==> src/hdl/mexp_pkg.sv <==
// ----------------------------------------------------------------------------
// mexp_pkg: shared types and constants for the modular exponentiation unit
// Field widths, stream packing, controller states and the command/status
// bundles that join the controller and the datapath.
// ----------------------------------------------------------------------------
package mexp_pkg;

    localparam int BASE_W      = 32;
    localparam int EXP_FIELD_W = 32;
    localparam int MOD_FIELD_W = 31;
    localparam int RES_W       = 31;

    // Input stream: base_value, exponent, modulus from the lowest bit up
    localparam int BASE_LSB    = 0;
    localparam int EXP_LSB     = BASE_LSB + BASE_W;
    localparam int MOD_LSB     = EXP_LSB + EXP_FIELD_W;
    localparam int S_TDATA_W   = ((MOD_LSB + MOD_FIELD_W + 7) / 8) * 8;
    localparam int M_TDATA_W   = ((RES_W + 7) / 8) * 8;

    typedef enum logic [3:0] {
        ST_IDLE,
        ST_START,
        ST_BASE_WAIT,
        ST_LOOP,
        ST_ACC_RED,
        ST_ACC_WAIT,
        ST_SQ_MUL,
        ST_SQ_RED,
        ST_SQ_WAIT,
        ST_FINISH
    } state_t;

    typedef enum logic [2:0] {
        ACC_HOLD,
        ACC_ONE,
        ACC_ZERO,
        ACC_INIT,
        ACC_RED
    } acc_op_t;

    typedef struct packed {
        logic    load_in;
        logic    mul_en;
        logic    mul_sq;
        logic    red_start;
        logic    red_src_prod;
        acc_op_t acc_op;
        logic    sq_load;
        logic    shift_exp;
        logic    out_load;
    } mexp_cmd_t;

    typedef struct packed {
        logic exp_zero;
        logic exp_lsb;
        logic mod_zero;
        logic red_busy;
        logic red_done;
    } mexp_status_t;

endpackage

==> src/hdl/modular_exponentiation_unit.sv <==
// ----------------------------------------------------------------------------
// modular_exponentiation_unit: base^exponent mod modulus
// Binary exponentiation over one shared multiplier and reduction unit.
// ----------------------------------------------------------------------------
// One item in, one result out. The base is first reduced by the modulus,
// then the exponent is scanned from its low bit: each set bit multiplies the
// running square into the result, each bit squares the running square. Every
// modular multiplication is a registered multiplier product followed by a
// reduction at two quotient bits per cycle. One item is worked at a time; a
// finished result waits in the output register while the next item is
// accepted. A zero exponent gives 1 for any modulus; a zero modulus with a
// nonzero exponent gives 0.
module modular_exponentiation_unit #(
    parameter int EXP_BITS = 32,
    parameter int MOD_BITS = 31
) (
    input  logic                           clk,
    input  logic                           rst_n,
    input  logic                           s_axis_tvalid,
    output logic                           s_axis_tready,
    // base_value [31:0], exponent [63:32], modulus [94:64], zero [95]
    input  logic [mexp_pkg::S_TDATA_W-1:0] s_axis_tdata,
    output logic                           m_axis_tvalid,
    input  logic                           m_axis_tready,
    // power_result [30:0], zero [31]
    output logic [mexp_pkg::M_TDATA_W-1:0] m_axis_tdata
);

    mexp_pkg::mexp_cmd_t        cmd;
    mexp_pkg::mexp_status_t     status;
    logic [mexp_pkg::RES_W-1:0] result;

    mexp_ctrl u_ctrl (
        .clk       (clk),
        .rst_n     (rst_n),
        .in_valid  (s_axis_tvalid),
        .in_ready  (s_axis_tready),
        .out_valid (m_axis_tvalid),
        .out_ready (m_axis_tready),
        .status    (status),
        .cmd       (cmd)
    );

    mexp_datapath #(
        .EXP_BITS (EXP_BITS),
        .MOD_BITS (MOD_BITS)
    ) u_datapath (
        .clk     (clk),
        .rst_n   (rst_n),
        .cmd     (cmd),
        .in_data (s_axis_tdata),
        .status  (status),
        .result  (result)
    );

    assign m_axis_tdata = mexp_pkg::M_TDATA_W'(result);

`ifndef SYNTH
    // one item at a time: no second accept right after the first
    a_single_item: assert property (@(posedge clk) disable iff (!rst_n)
        (s_axis_tvalid && s_axis_tready) |=> !s_axis_tready)
        else $error("input accepted while an item is in flight");

    // never overwrite a result that has not been taken
    a_no_overwrite: assert property (@(posedge clk) disable iff (!rst_n)
        cmd.out_load |-> (!m_axis_tvalid || m_axis_tready))
        else $error("output register loaded over a pending result");

    // the reduction unit is started only when idle
    a_red_idle: assert property (@(posedge clk) disable iff (!rst_n)
        cmd.red_start |-> !status.red_busy)
        else $error("reduction started while busy");
`endif

endmodule

==> src/hdl/mexp_reduce.sv <==
// ----------------------------------------------------------------------------
// mexp_reduce: iterative modular reduction
// Computes x mod m by restoring long division, two dividend bits per cycle.
// ----------------------------------------------------------------------------
module mexp_reduce #(
    parameter int MOD_BITS = 31,
    parameter int RED_W    = 62
) (
    input  logic                clk,
    input  logic                rst_n,
    input  logic                start,
    input  logic [RED_W-1:0]    x_in,
    input  logic [MOD_BITS-1:0] m,
    output logic                busy,
    output logic                done,
    output logic [MOD_BITS-1:0] rem
);

    localparam int RED_STEPS = RED_W / 2;
    localparam int CNT_W     = $clog2(RED_STEPS);
    localparam logic [CNT_W-1:0] CNT_LAST = CNT_W'(RED_STEPS - 1);

    logic [RED_W-1:0]    x_reg, x_next;
    logic [MOD_BITS-1:0] r_reg, r_next;
    logic [CNT_W-1:0]    cnt_reg, cnt_next;
    logic                busy_reg, busy_next;
    logic                done_reg, done_next;

    logic [MOD_BITS:0]   m_ext;
    logic [MOD_BITS:0]   t1, d1, t2, d2;
    logic [MOD_BITS-1:0] r1, r2;

    assign m_ext = {1'b0, m};

    // Two restoring steps: shift in a dividend bit, subtract when it fits
    always_comb
    begin
        t1 = {r_reg, x_reg[RED_W-1]};
        d1 = t1 - m_ext;
        r1 = (t1 >= m_ext) ? d1[MOD_BITS-1:0] : t1[MOD_BITS-1:0];
        t2 = {r1, x_reg[RED_W-2]};
        d2 = t2 - m_ext;
        r2 = (t2 >= m_ext) ? d2[MOD_BITS-1:0] : t2[MOD_BITS-1:0];
    end

    always_comb
    begin
        x_next    = x_reg;
        r_next    = r_reg;
        cnt_next  = cnt_reg;
        busy_next = busy_reg;
        done_next = 1'b0;
        if (start)
        begin
            x_next    = x_in;
            r_next    = '0;
            cnt_next  = '0;
            busy_next = 1'b1;
        end
        else if (busy_reg)
        begin
            x_next   = x_reg << 2;
            r_next   = r2;
            cnt_next = cnt_reg + 1'b1;
            if (cnt_reg == CNT_LAST)
            begin
                busy_next = 1'b0;
                done_next = 1'b1;
            end
        end
    end

    always_ff @(posedge clk or negedge rst_n)
    begin
        if (!rst_n)
        begin
            busy_reg <= 1'b0;
            done_reg <= 1'b0;
            cnt_reg  <= '0;
        end
        else
        begin
            busy_reg <= busy_next;
            done_reg <= done_next;
            cnt_reg  <= cnt_next;
        end
    end

    always_ff @(posedge clk)
    begin
        x_reg <= x_next;
        r_reg <= r_next;
    end

    assign busy = busy_reg;
    assign done = done_reg;
    assign rem  = r_reg;

endmodule

==> src/hdl/mexp_datapath.sv <==
// ----------------------------------------------------------------------------
// mexp_datapath: operand registers, multiplier and reduction unit
// Holds exponent, modulus, running result and running square; executes
// the commands issued by the controller.
// ----------------------------------------------------------------------------
module mexp_datapath #(
    parameter int EXP_BITS = 32,
    parameter int MOD_BITS = 31
) (
    input  logic                              clk,
    input  logic                              rst_n,
    input  mexp_pkg::mexp_cmd_t               cmd,
    input  logic [mexp_pkg::S_TDATA_W-1:0]    in_data,
    output mexp_pkg::mexp_status_t            status,
    output logic [mexp_pkg::RES_W-1:0]        result
);

    localparam int EXP_W  = (EXP_BITS > mexp_pkg::EXP_FIELD_W) ? mexp_pkg::EXP_FIELD_W
                                                             : EXP_BITS;
    localparam int PROD_W = 2 * MOD_BITS;
    localparam int RED_W  = (PROD_W > mexp_pkg::BASE_W) ? PROD_W : mexp_pkg::BASE_W;

    logic [mexp_pkg::BASE_W-1:0] base_reg;
    logic [EXP_W-1:0]            exp_reg;
    logic [MOD_BITS-1:0]         mod_reg;
    logic [MOD_BITS-1:0]         acc_reg, acc_next;
    logic [MOD_BITS-1:0]         sq_reg;
    logic [PROD_W-1:0]           prod_reg;
    logic [mexp_pkg::RES_W-1:0]  out_reg;

    logic [MOD_BITS-1:0] mul_a;
    logic [PROD_W-1:0]   prod_full;
    logic [RED_W-1:0]    red_x;
    logic                red_busy;
    logic                red_done;
    logic [MOD_BITS-1:0] red_rem;

    assign mul_a     = cmd.mul_sq ? sq_reg : acc_reg;
    assign prod_full = PROD_W'(mul_a) * PROD_W'(sq_reg);
    assign red_x     = cmd.red_src_prod ? RED_W'(prod_reg) : RED_W'(base_reg);

    mexp_reduce #(
        .MOD_BITS (MOD_BITS),
        .RED_W    (RED_W)
    ) u_reduce (
        .clk   (clk),
        .rst_n (rst_n),
        .start (cmd.red_start),
        .x_in  (red_x),
        .m     (mod_reg),
        .busy  (red_busy),
        .done  (red_done),
        .rem   (red_rem)
    );

    always_comb
    begin
        unique case (cmd.acc_op)
            mexp_pkg::ACC_HOLD: acc_next = acc_reg;
            mexp_pkg::ACC_ONE:  acc_next = MOD_BITS'(1);
            mexp_pkg::ACC_ZERO: acc_next = '0;
            // 1 mod m: zero only for a modulus of one
            mexp_pkg::ACC_INIT: acc_next = (mod_reg == MOD_BITS'(1)) ? '0 : MOD_BITS'(1);
            mexp_pkg::ACC_RED:  acc_next = red_rem;
            default:            acc_next = acc_reg;
        endcase
    end

    always_ff @(posedge clk)
    begin
        if (cmd.load_in)
        begin
            base_reg <= in_data[mexp_pkg::BASE_LSB +: mexp_pkg::BASE_W];
            exp_reg  <= in_data[mexp_pkg::EXP_LSB +: EXP_W];
            mod_reg  <= in_data[mexp_pkg::MOD_LSB +: MOD_BITS];
        end
        else if (cmd.shift_exp)
        begin
            exp_reg <= exp_reg >> 1;
        end
        acc_reg <= acc_next;
        if (cmd.sq_load)
        begin
            sq_reg <= red_rem;
        end
        if (cmd.mul_en)
        begin
            prod_reg <= prod_full;
        end
        if (cmd.out_load)
        begin
            out_reg <= mexp_pkg::RES_W'(acc_reg);
        end
    end

    assign status.exp_zero = (exp_reg == '0);
    assign status.exp_lsb  = exp_reg[0];
    assign status.mod_zero = (mod_reg == '0);
    assign status.red_busy = red_busy;
    assign status.red_done = red_done;
    assign result          = out_reg;

endmodule

==> src/hdl/mexp_ctrl.sv <==
// ----------------------------------------------------------------------------
// mexp_ctrl: sequencing state machine
// Walks the exponent bits, issuing multiply and reduce commands, and owns
// the stream handshakes and the output valid flag.
// ----------------------------------------------------------------------------
module mexp_ctrl (
    input  logic                   clk,
    input  logic                   rst_n,
    input  logic                   in_valid,
    output logic                   in_ready,
    output logic                   out_valid,
    input  logic                   out_ready,
    input  mexp_pkg::mexp_status_t status,
    output mexp_pkg::mexp_cmd_t    cmd
);

    mexp_pkg::state_t state_reg, state_next;
    logic             out_valid_reg, out_valid_next;

    always_ff @(posedge clk or negedge rst_n)
    begin
        if (!rst_n)
        begin
            state_reg     <= mexp_pkg::ST_IDLE;
            out_valid_reg <= 1'b0;
        end
        else
        begin
            state_reg     <= state_next;
            out_valid_reg <= out_valid_next;
        end
    end

    always_comb
    begin
        cmd            = '0;
        cmd.acc_op     = mexp_pkg::ACC_HOLD;
        state_next     = state_reg;
        out_valid_next = out_valid_reg;
        if (out_valid_reg && out_ready)
        begin
            out_valid_next = 1'b0;
        end
        unique case (state_reg)
            mexp_pkg::ST_IDLE:
            begin
                if (in_valid)
                begin
                    cmd.load_in = 1'b1;
                    state_next  = mexp_pkg::ST_START;
                end
            end
            mexp_pkg::ST_START:
            begin
                if (status.exp_zero)
                begin
                    cmd.acc_op = mexp_pkg::ACC_ONE;
                    state_next = mexp_pkg::ST_FINISH;
                end
                else if (status.mod_zero)
                begin
                    cmd.acc_op = mexp_pkg::ACC_ZERO;
                    state_next = mexp_pkg::ST_FINISH;
                end
                else
                begin
                    // reduce the base before the first product
                    cmd.acc_op    = mexp_pkg::ACC_INIT;
                    cmd.red_start = 1'b1;
                    state_next    = mexp_pkg::ST_BASE_WAIT;
                end
            end
            mexp_pkg::ST_BASE_WAIT:
            begin
                if (status.red_done)
                begin
                    cmd.sq_load = 1'b1;
                    state_next  = mexp_pkg::ST_LOOP;
                end
            end
            mexp_pkg::ST_LOOP:
            begin
                if (status.exp_zero)
                begin
                    state_next = mexp_pkg::ST_FINISH;
                end
                else if (status.exp_lsb)
                begin
                    cmd.mul_en = 1'b1;
                    state_next = mexp_pkg::ST_ACC_RED;
                end
                else
                begin
                    cmd.mul_en = 1'b1;
                    cmd.mul_sq = 1'b1;
                    state_next = mexp_pkg::ST_SQ_RED;
                end
            end
            mexp_pkg::ST_ACC_RED:
            begin
                cmd.red_start    = 1'b1;
                cmd.red_src_prod = 1'b1;
                state_next       = mexp_pkg::ST_ACC_WAIT;
            end
            mexp_pkg::ST_ACC_WAIT:
            begin
                if (status.red_done)
                begin
                    cmd.acc_op = mexp_pkg::ACC_RED;
                    state_next = mexp_pkg::ST_SQ_MUL;
                end
            end
            mexp_pkg::ST_SQ_MUL:
            begin
                cmd.mul_en = 1'b1;
                cmd.mul_sq = 1'b1;
                state_next = mexp_pkg::ST_SQ_RED;
            end
            mexp_pkg::ST_SQ_RED:
            begin
                cmd.red_start    = 1'b1;
                cmd.red_src_prod = 1'b1;
                state_next       = mexp_pkg::ST_SQ_WAIT;
            end
            mexp_pkg::ST_SQ_WAIT:
            begin
                if (status.red_done)
                begin
                    cmd.sq_load   = 1'b1;
                    cmd.shift_exp = 1'b1;
                    state_next    = mexp_pkg::ST_LOOP;
                end
            end
            mexp_pkg::ST_FINISH:
            begin
                // hold until the output register is free
                if (!out_valid_reg || out_ready)
                begin
                    cmd.out_load   = 1'b1;
                    out_valid_next = 1'b1;
                    state_next     = mexp_pkg::ST_IDLE;
                end
            end
            default:
            begin
                state_next = mexp_pkg::ST_IDLE;
            end
        endcase
    end

    assign in_ready  = (state_reg == mexp_pkg::ST_IDLE);
    assign out_valid = out_valid_reg;

endmodule

==> config.mk <==
export PLATFORM = sky130hd
export DESIGN_NAME = modular_exponentiation_unit
export DESIGN_NICKNAME = d
export VERILOG_FILES = /design/src/hdl/mexp_pkg.sv /design/src/hdl/modular_exponentiation_unit.sv /design/src/hdl/mexp_reduce.sv /design/src/hdl/mexp_datapath.sv /design/src/hdl/mexp_ctrl.sv
export SDC_FILE = /design/constraint.sdc
export NUM_CORES = 2
export LEC_CHECK = 0
export ABC_AREA = 1
export BUFFER_PORTS_ARGS = -buffer_cell sky130_fd_sc_hd__buf_2
export CORE_ASPECT_RATIO = 1.5
export CORE_MARGIN = 3
export CORE_UTILIZATION = 60
export CTS_BUF_LIST = sky130_fd_sc_hd__clkbuf_4 sky130_fd_sc_hd__clkbuf_8
export CTS_CLUSTER_DIAMETER = 150
export DETAILED_ROUTE_END_ITERATION = 10
export PLACE_DENSITY = 0.76
export SYNTH_ARGS = -nofsm -noshare
export SYNTH_HDL_FRONTEND = slang
export SYNTH_SLANG_ARGS = --single-unit
==> constraint.sdc <==
create_clock -name clk -period 17.9 [get_ports clk]
set_input_delay 2.685 -clock clk [delete_from_list [all_inputs] [get_ports clk]]
set_output_delay 2.685 -clock clk [all_outputs]
set_load 0.02 [all_outputs]
==> After elaboration in Yosys (flattened, before gate mapping) <==
Index checks and enable logic that the tools add are counted.
{ "op_classes": {"addsub": 3, "mul": 1, "div": 0, "n_lt_le_gt_ge": 2, "eq_ne": 19, "n_shift": 0, "mux": 49, "n_bitwise": 0, "n_reduce_logical": 12} }
{ "ops": {"columns": ["operator", "n"], "rows": [
  ["$mux 62", 3],
  ["$pmux 31 s4", 1],
  ["$mux 31", 3],
  ["$ge 32x31->1", 2],
  ["$mux 32", 2],
  ["$mul 31x31->62", 1],
  ["$sub 31x31->31", 2],
  ["$pmux 4 s9", 1],
  ["$logic_not 32->1", 1],
  ["$eq 31x1->1 const B", 1],
  ["$logic_not 31->1", 1],
  ["$mux 4", 7],
  ["$mux 1", 21],
  ["$eq 4x3->1 const B", 4],
  ["$mux 5", 2],
  ["$eq 4x2->1 const B", 2],
  ["$eq 4x4->1 const B", 2],
  ["$eq 3x2->1 const B", 2],
  ["$mux 2", 3],
  ["$mux 3", 2],
  ["$ne 2x1->1 const B", 3],
  ["$pmux 3 s2", 1],
  ["$add 5x1->5 const B", 1],
  ["$eq 5x5->1 const B", 1],
  ["other kinds (14)", 17]
]} }
{ "totals": {"regBits": 355, "latchBits": 0, "mem_bits_rw": 0, "rom_bits": 0, "inputBits": 100, "output_inout_bits": 34, "word_cells": 100, "mem_count": 0} }

==> Depth between registers and ports, before layout <==
{ "logic_depth": {"word_depth": 6, "mapped_depth": 41, "mapped_depth_nobuf": 39} }

==> By module <==
Synthesis repeated with hierarchy kept, for this count alone.
{ "hier_totals": {"hier_cells": 6342, "hier_area_um2": 51545.7} }
{ "by_module_without_submodules": {"columns": ["mod", "instances", "cells_each", "area_each_um2", "seq_area_each_um2"], "rows": [
  ["mexp_datapath", 1, 4693, 41449.8, 7507.2],
  ["mexp_reduce", 1, 1560, 9572.9, 2657.5],
  ["mexp_ctrl", 1, 87, 511.7, 125.1],
  ["modular_exponentiation_unit", 1, 2, 11.3, 0.0]
]} }

==> Worst setup path after synthesis <==
Ideal clock, no wire load.
{ "synth_timing": {"path_kind": "register to register", "startpoint": "register u_datapath.exp_reg[9]", "endpoint": "register u_datapath.prod_reg[61] (data pin)", "setup_ns": 0.263, "t_arrival_ns": 7.379, "required_ns": 17.637, "path_slack_ns": 10.259, "stages_incl_launch_ff": 33, "path_buffers": 2, "period_less_slack_ns": 7.641, "path_cell_list": "edfxtp_1 > nor4_1 > nand4_1 > nor2_2 > nor2_2 > nand2_2 > nand2_4 > buf_6 > or2_1 > o21ai_2 > buf_6 > nor2_1 > fa_1 > fa_1 > fa_1 > inv_1 > fa_1 > inv_1 > fa_1 > fa_1 > fa_1 > inv_1 > fa_1 > inv_1 > ha_1 > nand2_1 > nor2_1 > inv_1 > nor4_1 > a21oi_1 > or2_2 > nand2_1 > xor2_1"} }
{ "synth_between": {"elab_chain_cells": 5} }
{ "synth_rtl": {"columns": ["item", "line", "rtl"], "rows": [
  ["from (decl)", "mexp_datapath.sv:24", "logic [EXP_W-1:0] exp_reg;"],
  ["from (signal assigned)", "mexp_datapath.sv:74", "exp_reg <= in_data[mexp_pkg::EXP_LSB +: EXP_W];"],
  ["from (signal assigned)", "mexp_datapath.sv:79", "exp_reg <= exp_reg >> 1;"],
  ["$logic_not 32->1", "mexp_datapath.sv:96", "assign status.exp_zero = (exp_reg == '0);"],
  ["$mux 2", "mexp_ctrl.sv:83", "if (status.exp_zero)"],
  ["$pmux 2 s2", "mexp_ctrl.sv:44", "unique case (state_reg)"],
  ["$mux 31", "mexp_datapath.sv:38", "assign mul_a = cmd.mul_sq ? sq_reg : acc_reg;"],
  ["$mul 31x31->62", "mexp_datapath.sv:39", "assign prod_full = PROD_W'(mul_a) * PROD_W'(sq_reg);"],
  ["net u_datapath.prod_full[61]", "mexp_datapath.sv:32", "logic [PROD_W-1:0] prod_full;"],
  ["to (signal assigned)", "mexp_datapath.sv:88", "prod_reg <= prod_full;"],
  ["to (decl)", "mexp_datapath.sv:28", "logic [PROD_W-1:0] prod_reg;"]
]} }
The timed path passes the listed nets, and every way through them passes these cells.
A chain may end at the register's enable or synchronous reset.

==> Worst setup path after layout <==
{ "layout_timing": {"startpoint": "register u_datapath.exp_reg[24]", "endpoint": "register u_datapath.prod_reg[61] (data pin)"} }
The elaborated chain is that of the path after synthesis.

==> results.cfg <==
[clocking]
h-tree-depth = 2
clk-insertion-delay-late_ps = 630
post_cts_buffers = 0
cts_resized = 0
clk_transition_reported_paths_ps = 80
cts_hold_buf = 0
cts_buffers = 44
cts_tree = yes
cts-root-buf = clkbuf_8
cts_buffer_depth = 3
cts_sinks = 355

[synthesis]
synth_top_family_by_area = adder cells
syn_avg_cell_area_sq_um = 8.61
muxShareOfSynthArea = 0
synthSimpleGateAreaFrac = 0.198
synth_edf_count = 312
async_flop_share = 0.0338
seq_area_frac_synth = 0.205
synth_compound_area_frac = 0.0478
syn_inst = 5818
yosysWarnings = 0
synthXorXnorAreaFrac = 0.0168
ys.flop_type = edfxtp_1
syn_nets = 7076
ys_ff_latch = 355
syn_area_sq_um = 50100
ys_types = 54
synthAdderAreaFrac = 0.415

[cells_and_area]
syn_to_final_growth_pct = 4.52
fin_cells = 6999
register_area_sq_um = 10300
multi_input_area_sq_um = 34000
n_fill_cell = 7308
nNetsFinal = 7108
drive_gt1_frac = 0.0671

[routing]
via_count = 40227
routed_wl_microns = 160000
vias_per_cell = 5.75
postRouteAntennaNets = 0
drt_pass1_iterations = 6
first_iter_violations = 3156
drcViolationCount = 0
routedWlPerCell_microns = 22.9

[critical_path]
r2r_slack_ps = 7280
startpoint = u_datapath.exp_reg[24]
cp.arrival_ps = 11040
crit_slowest_cell = buf_4
start_kind = flop
crit_required_ps = 18320
worstReg2RegStart = u_datapath.exp_reg[24]
critPathMaxStageDelay_ps = 630
path_class = flop to flop
crit_top_cell = fa_1
endpoint_kind = flop
path_max_fanout = 44

[sta]
fin_crit_sh = 0.593
min_period_ps = 10620
worst_slew_pin_slew_ps = 1280
finClkSkew_ps = 37.3
final_hold_viol_count = 0
max_slew_margin = 0.147
finalSetupViolations = 0
finalMaxSlewViolations = 0
fmax_ghz = 0.0942
rsz0062_at_grt = false
fin_setup_tns_ps = 0

[floorplan]
ios = 134
dieWidth_microns = 242
start_util = 0.606
coreArea_sq_um = 82600
rows = 129
die_y_microns = 360
die-area_sq_um = 87000

[grt]
grt_max_degree = 71
grt_pass1_vias = 43179
antenna_found_initial = 6
grt_pass1_wl_microns = 244000
overflow = 0
grt_util_all_layers = 0.373

[worst_hold_path]
hold_start = u_datapath.u_reduce.rem[2]
hp-class = flop to flop

[placed_design]
io_buffers = 131
gp_congestion = 0.989
dp_cells = 6917
hpwlAfterDp_microns = 130000

[run]
cap_violations = 0

[outcome]
outcome = completed
worst paths after layout:
path | end | cells after the start
worst max-delay path | u_datapath.prod_reg[61] | 31
worst min-delay path | u_datapath.u_reduce.rem[2] | 2
worst max register to register | u_datapath.prod_reg[61] | 31
worst min register to register | u_datapath.u_reduce.rem[2] | 2
max in group asynchronous | u_datapath.u_reduce.cnt_reg[3] | 1
min in group asynchronous | u_ctrl.out_valid | 1
worst max-delay path, delay by kind of cell (launching register included):
family                     cells  cell delay (ps)
adders and majority gates      9             4520
AOI/OAI and AO/OA              2              880
buffers and inverters          6             1240
xor gates and xnor gates       1              200
and+or+nand+nor               13             3020
DFF                            1              430
cells in the final DEF, fill, tap and decap left out, types with 47 or more instances in the layout:
| master | n |
|---|---|
| edfxtp_1 | 312 |
| nand3_1 | 148 |
| o21ai_0 | 71 |
| xor2_1 | 59 |
| a31oi_1 | 47 |
| nand2_1 | 1294 |
| a21oi_1 | 123 |
| nand4_1 | 58 |
| fa_1 | 839 |
| ha_1 | 319 |
| nor2_1 | 759 |
| clkbuf_8 | 47 |
| inv_1 | 1189 |
| buf_2 | 131 |
| buf_4 | 70 |
final cells by class:
cell class / instances / area share
Clock inverter: 23 / 0.00471
Sequential cell: 355 / 0.197
Tap cell: 1113 / 0.0266
Clock buffer: 58 / 0.0139
Multi-Input combinational cell: 4048 / 0.649
Timing Repair Buffer: 201 / 0.0226
Antenna cell: 1 / 0.0000478
Inverter: 1200 / 0.0862
Yosys cell counts (7+ instances only):
cell type  number  area share
and3_1          7     0.00087
buf_4          12      0.0018
edfxtp_1      312        0.19
nand2_1      1296       0.097
nor3_1         27      0.0027
nand3b_1       14      0.0021
o21bai_1       19      0.0028
nand4_1        58      0.0072
nor4_1         14      0.0017
clkinv_1        7     0.00052
o21ai_2        16      0.0028
dfrtp_1        12      0.0060
nand3_1       148       0.015
o21ai_0        72      0.0072
nor2_2          8      0.0010
xor2_1         59       0.010
xnor2_1        37      0.0065
or2_4          15      0.0026
dfxtp_1        31       0.012
a31oi_1        47      0.0059
a21boi_0       12      0.0018
fa_1          839        0.34
nand2_2        36      0.0045
a21oi_1       123       0.012
or2_1          15      0.0019
a22o_1         30      0.0052
buf_2          25      0.0025
nor2_1        763       0.057
a21o_1         17      0.0025
buf_6          59       0.013
o21ai_4        11      0.0036
nand2_4        13      0.0029
clkbuf_1      114      0.0085
ha_1          319       0.080
inv_1        1190       0.089
logic make-up (layout without fill, tap and decap cells):
| logic type | count (synthesis) | count (layout) |
|---|---|---|
| other | 1 | 2 |
| flip-flops | 355 | 355 |
| adder cells (fa/ha/maj) | 1158 | 1158 |
| buffers and inverters | 1415 | 1482 |
| AND/OR/NAND/NOR | 2421 | 2421 |
| XOR/XNOR | 96 | 96 |
| AO/OA/AOI/OAI | 372 | 372 |
per-layer routing:
layer / vias to the layer above / routed length [microns] / part of all wire / track usage
met4: 6 / 16000 / 0.10 / 0.295
met2: 2094 / 78800 / 0.49 / 0.649
li1: 17671 / - / - / -
met3: 812 / 12400 / 0.077 / 0.0581
met1: 19644 / 52900 / 0.33 / 0.406
met5: - / 38 / 0.00024 / 0
metrics by stage:
stage	util	cell area, sq um	setup slack, ps	hold WS (ps)
after global routing	0.633	52300	6970	518
after CTS	0.633	52300	7410	500
after global placement	0.622	51400	7480	481
after floorplan	-	50100	10260	442
final	0.633	52300	7280	499
after detailed placement	0.622	51400	7480	488
Power is not shown: default switching activity piles up to over one toggle a cycle in this logic, so the estimate is an artifact.
